$ cat src/rtl/itf_pkg.sv
`timescale 1ns / 1ps
// Shared types, constants and the digit character table of the integer-to-text formatter.
package itf_pkg;

  // Operand and field geometry
  localparam int VALUE_BITS  = 32;
  localparam int WIDTH_LIMIT = 56;
  localparam int CNT_W       = 6;   // width, precision and digit counts
  localparam int POS_W       = 7;   // character positions within one number
  localparam int DIG_W       = 4;   // one digit, any base up to 16
  localparam int BASE_W      = 5;
  localparam int CHAR_W      = 8;

  // Divider: eight quotient bits per cycle
  localparam int DIV_BITS  = 8;
  localparam int DIV_STEPS = (VALUE_BITS + DIV_BITS - 1) / DIV_BITS;
  localparam int DIV_W     = DIV_STEPS * DIV_BITS;
  localparam int STEP_W    = (DIV_STEPS > 1) ? $clog2(DIV_STEPS) : 1;

  // Flag bit positions
  localparam int FL_ZERO   = 0;
  localparam int FL_SIGNED = 1;
  localparam int FL_PLUS   = 2;
  localparam int FL_SPACE  = 3;
  localparam int FL_LEFT   = 4;
  localparam int FL_LOWER  = 5;
  localparam int FL_PREFIX = 6;

  // Base codes
  localparam logic [BASE_W-1:0] BASE_MIN = 5'd2;
  localparam logic [BASE_W-1:0] BASE_MAX = 5'd16;
  localparam logic [BASE_W-1:0] BASE_BIN = 5'd2;
  localparam logic [BASE_W-1:0] BASE_OCT = 5'd8;
  localparam logic [BASE_W-1:0] BASE_HEX = 5'd16;

  // Characters
  localparam logic [CHAR_W-1:0] CH_NUL   = 8'h00;
  localparam logic [CHAR_W-1:0] CH_COMMA = 8'h2C;
  localparam logic [CHAR_W-1:0] CH_X     = 8'h58;
  localparam logic [CHAR_W-1:0] CH_ZERO  = 8'h30;
  localparam logic [CHAR_W-1:0] CH_SPACE = 8'h20;
  localparam logic [CHAR_W-1:0] CH_MINUS = 8'h2D;
  localparam logic [CHAR_W-1:0] CH_PLUS  = 8'h2B;
  localparam logic [CHAR_W-1:0] CH_LOWER = 8'h20;

  typedef struct packed {
    logic [31:0] value;
    logic [4:0]  base;
    logic [5:0]  width;
    logic [5:0]  precision;
    logic [6:0]  flags;
  } in_t;

  typedef struct packed {
    logic [7:0] char_out;
    logic       last;
    logic       error;
  } out_t;

  // Classified item handed from the front to the back
  typedef struct packed {
    logic                  error;
    logic [VALUE_BITS-1:0] magnitude;
    logic [BASE_W-1:0]     base;
    logic [CNT_W-1:0]      width;
    logic [CNT_W-1:0]      precision;
    logic [CHAR_W-1:0]     sign_char;
    logic                  has_sign;
    logic [1:0]            pfx_len;
    logic                  lower;
    logic                  zero;
    logic                  left;
  } desc_t;

  typedef enum logic [1:0] {
    BK_IDLE,
    BK_DIV,
    BK_SETUP,
    BK_EMIT
  } back_state_e;

  function automatic logic [CHAR_W-1:0] hex_char(input logic [DIG_W-1:0] d);
    logic [CHAR_W-1:0] c;
    case (d)
      4'h0: c = 8'h30;
      4'h1: c = 8'h31;
      4'h2: c = 8'h32;
      4'h3: c = 8'h33;
      4'h4: c = 8'h34;
      4'h5: c = 8'h35;
      4'h6: c = 8'h36;
      4'h7: c = 8'h37;
      4'h8: c = 8'h38;
      4'h9: c = 8'h39;
      4'hA: c = 8'h41;
      4'hB: c = 8'h42;
      4'hC: c = 8'h43;
      4'hD: c = 8'h44;
      4'hE: c = 8'h45;
      default: c = 8'h46;
    endcase
    return c;
  endfunction

endpackage

$ cat src/rtl/itf_front.sv
`timescale 1ns / 1ps
// Front end: classify an incoming number into sign, magnitude, prefix and padding choices.
module itf_front import itf_pkg::*; (
  input  in_t   item_i,
  output desc_t desc_o
);

  logic [VALUE_BITS-1:0] v;
  logic                  neg;
  logic                  sgn;

  always_comb begin
    v   = item_i.value[VALUE_BITS-1:0];
    sgn = item_i.flags[FL_SIGNED];
    neg = sgn & v[VALUE_BITS-1];

    desc_o.error     = (item_i.base < BASE_MIN) || (item_i.base > BASE_MAX);
    desc_o.magnitude = neg ? (~v + VALUE_BITS'(1)) : v;
    desc_o.base      = item_i.base;
    desc_o.width     = (item_i.width > CNT_W'(WIDTH_LIMIT)) ? CNT_W'(WIDTH_LIMIT)
                                                            : item_i.width;
    desc_o.precision = (item_i.precision > CNT_W'(WIDTH_LIMIT)) ? CNT_W'(WIDTH_LIMIT)
                                                                : item_i.precision;

    // Plus wins over space; both only for signed conversions
    if (neg) begin
      desc_o.sign_char = CH_MINUS;
    end else if (sgn && item_i.flags[FL_PLUS]) begin
      desc_o.sign_char = CH_PLUS;
    end else begin
      desc_o.sign_char = CH_SPACE;
    end
    desc_o.has_sign = neg || (sgn && (item_i.flags[FL_PLUS] || item_i.flags[FL_SPACE]));

    if (!item_i.flags[FL_PREFIX]) begin
      desc_o.pfx_len = 2'd0;
    end else if (item_i.base == BASE_HEX) begin
      desc_o.pfx_len = 2'd2;
    end else if (item_i.base == BASE_OCT) begin
      desc_o.pfx_len = 2'd1;
    end else begin
      desc_o.pfx_len = 2'd0;
    end

    desc_o.lower = item_i.flags[FL_LOWER];
    desc_o.left  = item_i.flags[FL_LEFT];
    desc_o.zero  = item_i.flags[FL_ZERO] & ~item_i.flags[FL_LEFT];
  end

endmodule

$ cat src/rtl/itf_queue.sv
`timescale 1ns / 1ps
// Two-entry queue of classified items between the front and the back.
module itf_queue import itf_pkg::*; (
  input  logic  clk_i,
  input  logic  rst_ni,
  input  logic  push_i,
  input  desc_t push_data_i,
  output logic  full_o,
  input  logic  pop_i,
  output logic  valid_o,
  output desc_t head_o
);

  desc_t      mem_q [2];
  logic       wr_ptr_q, wr_ptr_d;
  logic       rd_ptr_q, rd_ptr_d;
  logic [1:0] cnt_q, cnt_d;

  assign full_o  = (cnt_q == 2'd2);
  assign valid_o = (cnt_q != 2'd0);
  assign head_o  = mem_q[rd_ptr_q];

  always_comb begin
    wr_ptr_d = wr_ptr_q ^ push_i;
    rd_ptr_d = rd_ptr_q ^ pop_i;
    cnt_d    = cnt_q + {1'b0, push_i} - {1'b0, pop_i};
  end

  always_ff @(posedge clk_i or negedge rst_ni) begin
    if (!rst_ni) begin
      wr_ptr_q <= 1'b0;
      rd_ptr_q <= 1'b0;
      cnt_q    <= 2'd0;
    end else begin
      wr_ptr_q <= wr_ptr_d;
      rd_ptr_q <= rd_ptr_d;
      cnt_q    <= cnt_d;
    end
  end

  always_ff @(posedge clk_i) begin
    if (push_i) begin
      mem_q[wr_ptr_q] <= push_data_i;
    end
  end

endmodule

$ cat src/rtl/itf_back.sv
`timescale 1ns / 1ps
// Back end: extract digits by iterative division, then emit one beat per unstalled cycle.
module itf_back import itf_pkg::*; (
  input  logic  clk_i,
  input  logic  rst_ni,
  input  logic  q_valid_i,
  input  desc_t q_data_i,
  output logic  q_pop_o,
  output logic  out_valid_o,
  input  logic  out_stall_i,
  output out_t  out_data_o
);

  localparam int STACK_W = VALUE_BITS * DIG_W;

  back_state_e state_q, state_d;

  desc_t                desc_q;
  logic [DIV_W-1:0]     work_q;
  logic [BASE_W-1:0]    rem_q;
  logic [STEP_W-1:0]    step_q;
  logic [CNT_W-1:0]     dc_q;
  logic [STACK_W-1:0]   stack_q;
  logic [CNT_W-1:0]     left_q;
  logic                 comma_q;
  logic [POS_W-1:0]     pos_q;
  logic [POS_W-1:0]     b1_q, b2_q, b3_q, b5_q, b6_q, total_q;
  logic                 out_valid_q;
  out_t                 out_q;

  logic load_item, do_div, do_setup, fire;

  // Divider datapath
  logic [BASE_W-1:0]   r_div;
  logic [DIV_BITS-1:0] q_bits;
  logic [DIV_W-1:0]    work_div;
  logic                step_last;

  always_comb begin
    r_div = rem_q;
    for (int i = 0; i < DIV_BITS; i++) begin
      r_div = {r_div[BASE_W-2:0], work_q[DIV_W-1-i]};
      if (r_div >= desc_q.base) begin
        r_div             = r_div - desc_q.base;
        q_bits[DIV_BITS-1-i] = 1'b1;
      end else begin
        q_bits[DIV_BITS-1-i] = 1'b0;
      end
    end
    work_div  = {work_q[DIV_W-DIV_BITS-1:0], q_bits};
    step_last = (step_q == STEP_W'(DIV_STEPS - 1));
  end

  // Layout of the text as position boundaries
  logic [CNT_W-1:0] prec, padn, commas, lead_n, zpad_n, tail_n, precz_n;
  logic [7:0]       size;

  always_comb begin
    prec    = (desc_q.precision > dc_q) ? desc_q.precision : dc_q;
    size    = 8'(desc_q.width) - 8'(desc_q.has_sign) - 8'(desc_q.pfx_len) - 8'(prec);
    padn    = size[7] ? '0 : size[CNT_W-1:0];
    lead_n  = (!desc_q.left && !desc_q.zero) ? padn : '0;
    zpad_n  = (!desc_q.left && desc_q.zero) ? padn : '0;
    tail_n  = desc_q.left ? padn : '0;
    precz_n = prec - dc_q;
    commas  = (desc_q.base == BASE_BIN) ? ((dc_q - CNT_W'(1)) >> 3) : '0;
  end

  // Character selection
  logic [CHAR_W-1:0] lower_mask, ch;
  logic              in_digits, is_comma, is_last;

  always_comb begin
    lower_mask = desc_q.lower ? CH_LOWER : CH_NUL;
    in_digits  = 1'b0;
    is_comma   = 1'b0;
    if (pos_q < b1_q) begin
      ch = CH_SPACE;
    end else if (pos_q < b2_q) begin
      ch = desc_q.sign_char;
    end else if (pos_q < b3_q) begin
      ch = (pos_q == b2_q) ? CH_ZERO : (CH_X | lower_mask);
    end else if (pos_q < b5_q) begin
      // zero padding and precision zeros print the same character
      ch = CH_ZERO;
    end else if (pos_q < b6_q) begin
      in_digits = 1'b1;
      is_comma  = (desc_q.base == BASE_BIN) && (left_q[2:0] == 3'd0) &&
                  (left_q != dc_q) && !comma_q;
      ch = is_comma ? CH_COMMA : (hex_char(stack_q[DIG_W-1:0]) | lower_mask);
    end else begin
      ch = CH_SPACE;
    end
    if (desc_q.error) begin
      ch = CH_NUL;
    end
    is_last = ((pos_q + POS_W'(1)) == total_q);
  end

  // Sequencer
  always_comb begin
    state_d   = state_q;
    q_pop_o   = 1'b0;
    load_item = 1'b0;
    do_div    = 1'b0;
    do_setup  = 1'b0;
    fire      = 1'b0;
    case (state_q)
      BK_IDLE: begin
        if (q_valid_i) begin
          q_pop_o   = 1'b1;
          load_item = 1'b1;
          state_d   = q_data_i.error ? BK_EMIT : BK_DIV;
        end
      end
      BK_DIV: begin
        do_div = 1'b1;
        if (step_last && (work_div == '0)) begin
          state_d = BK_SETUP;
        end
      end
      BK_SETUP: begin
        do_setup = 1'b1;
        state_d  = BK_EMIT;
      end
      BK_EMIT: begin
        if (!out_valid_q || !out_stall_i) begin
          fire = 1'b1;
          if (is_last) begin
            state_d = BK_IDLE;
          end
        end
      end
      default: state_d = BK_IDLE;
    endcase
  end

  always_ff @(posedge clk_i or negedge rst_ni) begin
    if (!rst_ni) begin
      state_q <= BK_IDLE;
    end else begin
      state_q <= state_d;
    end
  end

  always_ff @(posedge clk_i or negedge rst_ni) begin
    if (!rst_ni) begin
      step_q      <= '0;
      dc_q        <= '0;
      pos_q       <= '0;
      total_q     <= '0;
      left_q      <= '0;
      comma_q     <= 1'b0;
      out_valid_q <= 1'b0;
    end else begin
      if (load_item) begin
        step_q  <= '0;
        dc_q    <= '0;
        pos_q   <= '0;
        total_q <= POS_W'(1);
      end
      if (do_div) begin
        step_q <= step_last ? '0 : step_q + STEP_W'(1);
        if (step_last) begin
          dc_q <= dc_q + CNT_W'(1);
        end
      end
      if (do_setup) begin
        pos_q   <= '0;
        left_q  <= dc_q;
        comma_q <= 1'b0;
        total_q <= POS_W'(lead_n) + POS_W'(desc_q.has_sign) + POS_W'(desc_q.pfx_len) +
                   POS_W'(zpad_n) + POS_W'(precz_n) + POS_W'(dc_q) + POS_W'(commas) +
                   POS_W'(tail_n);
      end
      if (fire) begin
        pos_q <= pos_q + POS_W'(1);
        if (is_comma) begin
          comma_q <= 1'b1;
        end else if (in_digits) begin
          comma_q <= 1'b0;
          left_q  <= left_q - CNT_W'(1);
        end
        out_valid_q <= 1'b1;
      end else if (!out_stall_i) begin
        out_valid_q <= 1'b0;
      end
    end
  end

  // Payload registers
  always_ff @(posedge clk_i) begin
    if (load_item) begin
      desc_q <= q_data_i;
      work_q <= DIV_W'(q_data_i.magnitude);
      rem_q  <= '0;
    end
    if (do_div) begin
      work_q <= work_div;
      rem_q  <= step_last ? '0 : r_div;
      if (step_last) begin
        // Push: the most significant digit so far sits in the low nibble
        stack_q <= {stack_q[STACK_W-DIG_W-1:0], r_div[DIG_W-1:0]};
      end
    end
    if (do_setup) begin
      b1_q <= POS_W'(lead_n);
      b2_q <= POS_W'(lead_n) + POS_W'(desc_q.has_sign);
      b3_q <= POS_W'(lead_n) + POS_W'(desc_q.has_sign) + POS_W'(desc_q.pfx_len);
      b5_q <= POS_W'(lead_n) + POS_W'(desc_q.has_sign) + POS_W'(desc_q.pfx_len) +
              POS_W'(zpad_n) + POS_W'(precz_n);
      b6_q <= POS_W'(lead_n) + POS_W'(desc_q.has_sign) + POS_W'(desc_q.pfx_len) +
              POS_W'(zpad_n) + POS_W'(precz_n) + POS_W'(dc_q) + POS_W'(commas);
    end
    if (fire) begin
      out_q.char_out <= ch;
      out_q.last     <= is_last;
      out_q.error    <= desc_q.error;
      if (in_digits && !is_comma) begin
        stack_q <= {{DIG_W{1'b0}}, stack_q[STACK_W-1:DIG_W]};
      end
    end
  end

  assign out_valid_o = out_valid_q;
  assign out_data_o  = out_q;

endmodule

$ cat src/rtl/integer_to_text_formatter.sv
`timescale 1ns / 1ps
// Top level of the printf-style integer-to-text formatter.
//
// Each input beat carries one integer with its base (2 to 16), minimum field width,
// precision and flags (zero pad, signed, plus, space, left justify, lower case, prefix);
// the block answers with the formatted text, one ASCII character per output beat, with
// last set on the final character. A base outside 2 to 16 yields a single beat with
// char_out 0, last 1 and error 1. In base 2 a comma separates each group of eight digits,
// and commas do not count against the width; width and precision saturate at 56.
// A front end classifies each beat (sign, magnitude, prefix, padding kind) and drops it
// into a two-entry queue, so the input keeps flowing while the back end is busy, until
// both entries are taken. The back end takes one queued number at a time: it divides the
// magnitude by the base with a divider that resolves eight quotient bits per cycle, one
// digit per full division, then lays out the field in a setup state and emits one
// character per cycle while the output side does not stall. Output beats come from a
// register, so the back end can take and divide the next number while the last character
// of the previous one waits to be taken.
module integer_to_text_formatter import itf_pkg::*; (
  input  logic clk_i,
  input  logic rst_ni,
  input  logic in_valid_i,
  output logic in_stall_o,
  input  in_t  in_data_i,
  output logic out_valid_o,
  input  logic out_stall_i,
  output out_t out_data_o
);

  desc_t front_desc;
  desc_t head_desc;
  logic  q_full;
  logic  q_valid;
  logic  q_pop;
  logic  in_fire;

  // Hold off the source only when both queue slots are taken
  assign in_stall_o = q_full;
  assign in_fire    = in_valid_i && !q_full;

  itf_front u_front (
    .item_i (in_data_i),
    .desc_o (front_desc)
  );

  itf_queue u_queue (
    .clk_i       (clk_i),
    .rst_ni      (rst_ni),
    .push_i      (in_fire),
    .push_data_i (front_desc),
    .full_o      (q_full),
    .pop_i       (q_pop),
    .valid_o     (q_valid),
    .head_o      (head_desc)
  );

  itf_back u_back (
    .clk_i       (clk_i),
    .rst_ni      (rst_ni),
    .q_valid_i   (q_valid),
    .q_data_i    (head_desc),
    .q_pop_o     (q_pop),
    .out_valid_o (out_valid_o),
    .out_stall_i (out_stall_i),
    .out_data_o  (out_data_o)
  );

endmodule

$ cat config.mk
export PLATFORM = sky130hd
export DESIGN_NAME = integer_to_text_formatter
export DESIGN_NICKNAME = d
export VERILOG_FILES = /design/src/rtl/itf_pkg.sv /design/src/rtl/itf_front.sv /design/src/rtl/itf_queue.sv /design/src/rtl/itf_back.sv /design/src/rtl/integer_to_text_formatter.sv
export SDC_FILE = /design/constraint.sdc
export NUM_CORES = 1
export LEC_CHECK = 0
export BUFFER_PORTS_ARGS = -buffer_cell sky130_fd_sc_hd__buf_2
export CAP_MARGIN = 20
export CORE_ASPECT_RATIO = 2
export CORE_UTILIZATION = 50
export CTS_CLUSTER_SIZE = 10
export DETAILED_ROUTE_END_ITERATION = 16
export PLACE_DENSITY = 0.7
export SYNTH_ARGS = -nofsm -noshare
export SYNTH_HDL_FRONTEND = slang
export SYNTH_HIERARCHICAL = 1
export SYNTH_SLANG_ARGS = --single-unit
$ cat constraint.sdc
create_clock -name clk_i -period 29.5 [get_ports clk_i]
set_input_delay 4.425 -clock clk_i [delete_from_list [all_inputs] [get_ports clk_i]]
set_output_delay 4.425 -clock clk_i [all_outputs]
set_load 0.1 [all_outputs]
==> impl_metrics.toml <==
[status]
status = "finished, final reports clean"

[global_route]
grt_pass1_wl_um = 78270
gr-total-overflow = 0
grt_start_max_net_pins = 132
grt_usage_pct = 22.37
antenna_found_initial = 0
grt_pass1_vias = 15770

[sta]
fin_ws_ns = 16.31
rsz0062_at_grt = "no"
worstMarginPinSlew_ns = 1.021
layout_min_cycle_time_ns = 13.19
hold_viol = 0
max_freq_ghz = 0.07582
max-slew-margin-rel_pct = 31.91
final-max-slew-violation-count = 0
fin_skew_ns = 0.01410
finalCritPeriodShare_pct = 44.71
setup_tns_ns = 0
setup_violations = 0

[critical_path]
path_common_cell = "ha_1"
critPathMaxStageDelay_ns = 0.70
r2r_slack_ns = 16.31
crit_path_end_kind = "flip-flop"
worstSetupPathType = "flip-flop to flip-flop"
path_buf_inv = 4
crit_fanout = 11
cp.arrival_ns = 13.64
slowest_stage = "edfxtp_1"
cp_top_family = "compound AO/OA/AOI/OAI gates"
crit_required_ns = 29.95
critPathLaunchType = "flip-flop"

[yosys]
syn_avg_cell_area_sq_um = 10.42
synth_top_family_by_area = "simple AND/OR/NAND/NOR gates"
synth-compound-area-share_pct = 10.85
synth_seq_cells = 410
synthArstFlopShare_pct = 8.780
synth.distinct_cells = 82
netlist_area_sq_mm = 0.02205
synth_fa_ha_area_share_pct = 9.841
synth_edf_count = 240
ys.flop_type = "edfxtp_1"
synth.mux.area_fraction_pct = 7.316
synthXorXnorAreaFrac_pct = 4.166
ys_warn_count = 6
postSynthCellCount = 2116
synthSimpleGateAreaFrac_pct = 14.28
seq_area_frac_synth_pct = 48.94

[die]
start_util_pct = 50.82
boundaryPins = 72
die_area_sq_mm = 0.04499
rows = 108
chipHeight_um = 299.0
die_w_um = 150.5
core_area_sq_mm = 0.04338

[route]
vias = 15420
antenna_left = 0
routedWlPerCell_um = 17.96
detail_route.vias_per_cell = 5.670
drc = 0
firstDrtPassIters = 5
postRouteWirelength_um = 48840
drtIter0Drc = 888

[run]
cap_viol_max_count = 0

[clock_network]
cts_tree = "yes"
clk_latency_ns = 0.57
path_clk_slew_ns = 0.06
cts_htree_levels = 2
numCtsBuffers = 47
clock-sinks = 410
ctsLongestPathBuffers = 3
post_cts_buffers = 0
post_cts_resized = 0
root_buffer = "clkbuf_16"
holdBufCountCts = 0

[placed_design]
place_congestion = 0.8990
pre_cts_ws_ns = 16.41
dp_cells = 2649
port_buffers = 71
place_area_sq_mm = 0.02270
dp_hpwl_um = 35950

[cells_and_area]
finalNonFillerCells = 2719
drive_gt1_share_pct = 13.00
fill_cells = 3655
final_nets = 2368
n_antenna_cell = 0
syn_to_final_growth_pct = 9.126
final_area_sq_mm = 0.02406

[hold_path]
hold_path_class = "flip-flop to flip-flop"
final timing paths:
check,startpoint,end,depth (start not counted)
min in group asynchronous,rst_ni,u_back/dc_q[3]$_DFF_PN0_,1
worst min-delay path,u_back/stack_q[125]$_DFF_P_,u_back/stack_q[125]$_DFF_P_,2
max in group asynchronous,rst_ni,u_queue/rd_ptr_q$_DFF_PN0_,1
worst max register to register,u_back/desc_q[27]$_DFFE_PP_,flip-flop,50
worst max-delay path,u_back/desc_q[27]$_DFFE_PP_,flip-flop,50
worst min register to register,u_back/stack_q[125]$_DFF_P_,u_back/stack_q[125]$_DFF_P_,2
synthesized netlist by cell type, drive strengths merged, types with 59 or more instances:
| library cell | instances | share of area, % |
|---|---|---|
| o21ai | 72 | 1.7 |
| a21oi | 66 | 1.5 |
| dfxtp | 134 | 12 |
| inv | 128 | 2.2 |
| nand2 | 332 | 5.7 |
| edfxtp | 240 | 33 |
| xnor2 | 65 | 2.6 |
| clkbuf | 59 | 1.0 |
| mux2 | 115 | 6.7 |
| nor2 | 199 | 3.4 |
| a31oi | 137 | 3.9 |
| ha | 135 | 7.7 |
sequential cells by signal, indices dropped and copies added (netlist names), 2 cells and up, named ones only:
name / cells
u_back/b1_q: 6
u_back/b2_q: 7
u_back/b3_q: 7
u_back/b5_q: 7
u_back/b6_q: 7
u_back/dc_q: 6
u_back/desc_q: 32
u_back/left_q: 6
u_back/out_data_o: 10
u_back/pos_q: 7
u_back/rem_q: 4
u_back/stack_q: 128
u_back/state_q: 2
u_back/step_q: 2
u_back/total_q: 7
u_back/work_q: 32
u_queue/cnt_q: 2
u_queue/mem_q: 128
cell type report:
class / count / area, sq um / area share (%)
timing repair buffer: 86 / 488.0 / 2.028
clock buffer: 65 / 1265 / 5.258
multi-input combinational: 1475 / 10280 / 42.71
clock inverter: 4 / 62.56 / 0.2600
inverter: 129 / 484.2 / 2.013
sequential: 410 / 10790 / 44.87
tap: 550 / 688.2 / 2.860
placed cells by master (no fill, tap or decap), drive strengths merged, types with 17 or more instances in the layout:
master	count
fa	24
ha	135
a31oi	137
edfxtp	240
xor2	32
dfxtp	134
dfrtp	36
mux2	115
xnor2	65
a21o	24
buf	86
nand2b	21
clkbuf	65
a21oi	66
o21a	18
inv	130
nor2	199
nand3	18
nor2b	18
nand2	332
nor3	26
o21ai	72
nor4	17
routing by layer:
| layer | GRT usage, % | vias up | routed length, um |
|---|---|---|---|
| met2 | 42.93 | 350 | 27200 |
| met5 | 0 | - | 0 |
| li1 | - | 7504 | - |
| met1 | 21.90 | 7400 | 16940 |
| met4 | 15.03 | 0 | 3419 |
| met3 | 2.214 | 162 | 1281 |
metrics by stage:
| stage | hold WS (ns) | util [%] |
|---|---|---|
| 6_report | 0.4617 | 55.46 |
| 3_3_place_gp | 0.4542 | 52.34 |
| 2_1_floorplan | 0.4439 | - |
| 3_5_place_dp | 0.4604 | 52.34 |
| 4_1_cts | 0.4682 | 55.40 |
| 5_1_grt | 0.4857 | 55.46 |
kinds of logic (layout without fill, tap and decap cells):
logic type	Yosys count	count (layout)
simple gates	710	710
other cells	2	4
fa+ha+maj	159	159
xor+xnor	100	100
buf+inv	233	284
mux	128	128
flops	410	410
compound gates	374	374
worst min-delay path: cells and delay by family, from the launching register on:
family | cells | cell delay, ns
simple gates | 1 | 0.04
compound gates | 1 | 0.06
flops | 1 | 0.30
Power is not shown: default switching activity piles up to over one toggle a cycle in this logic, so the estimate is an artifact.
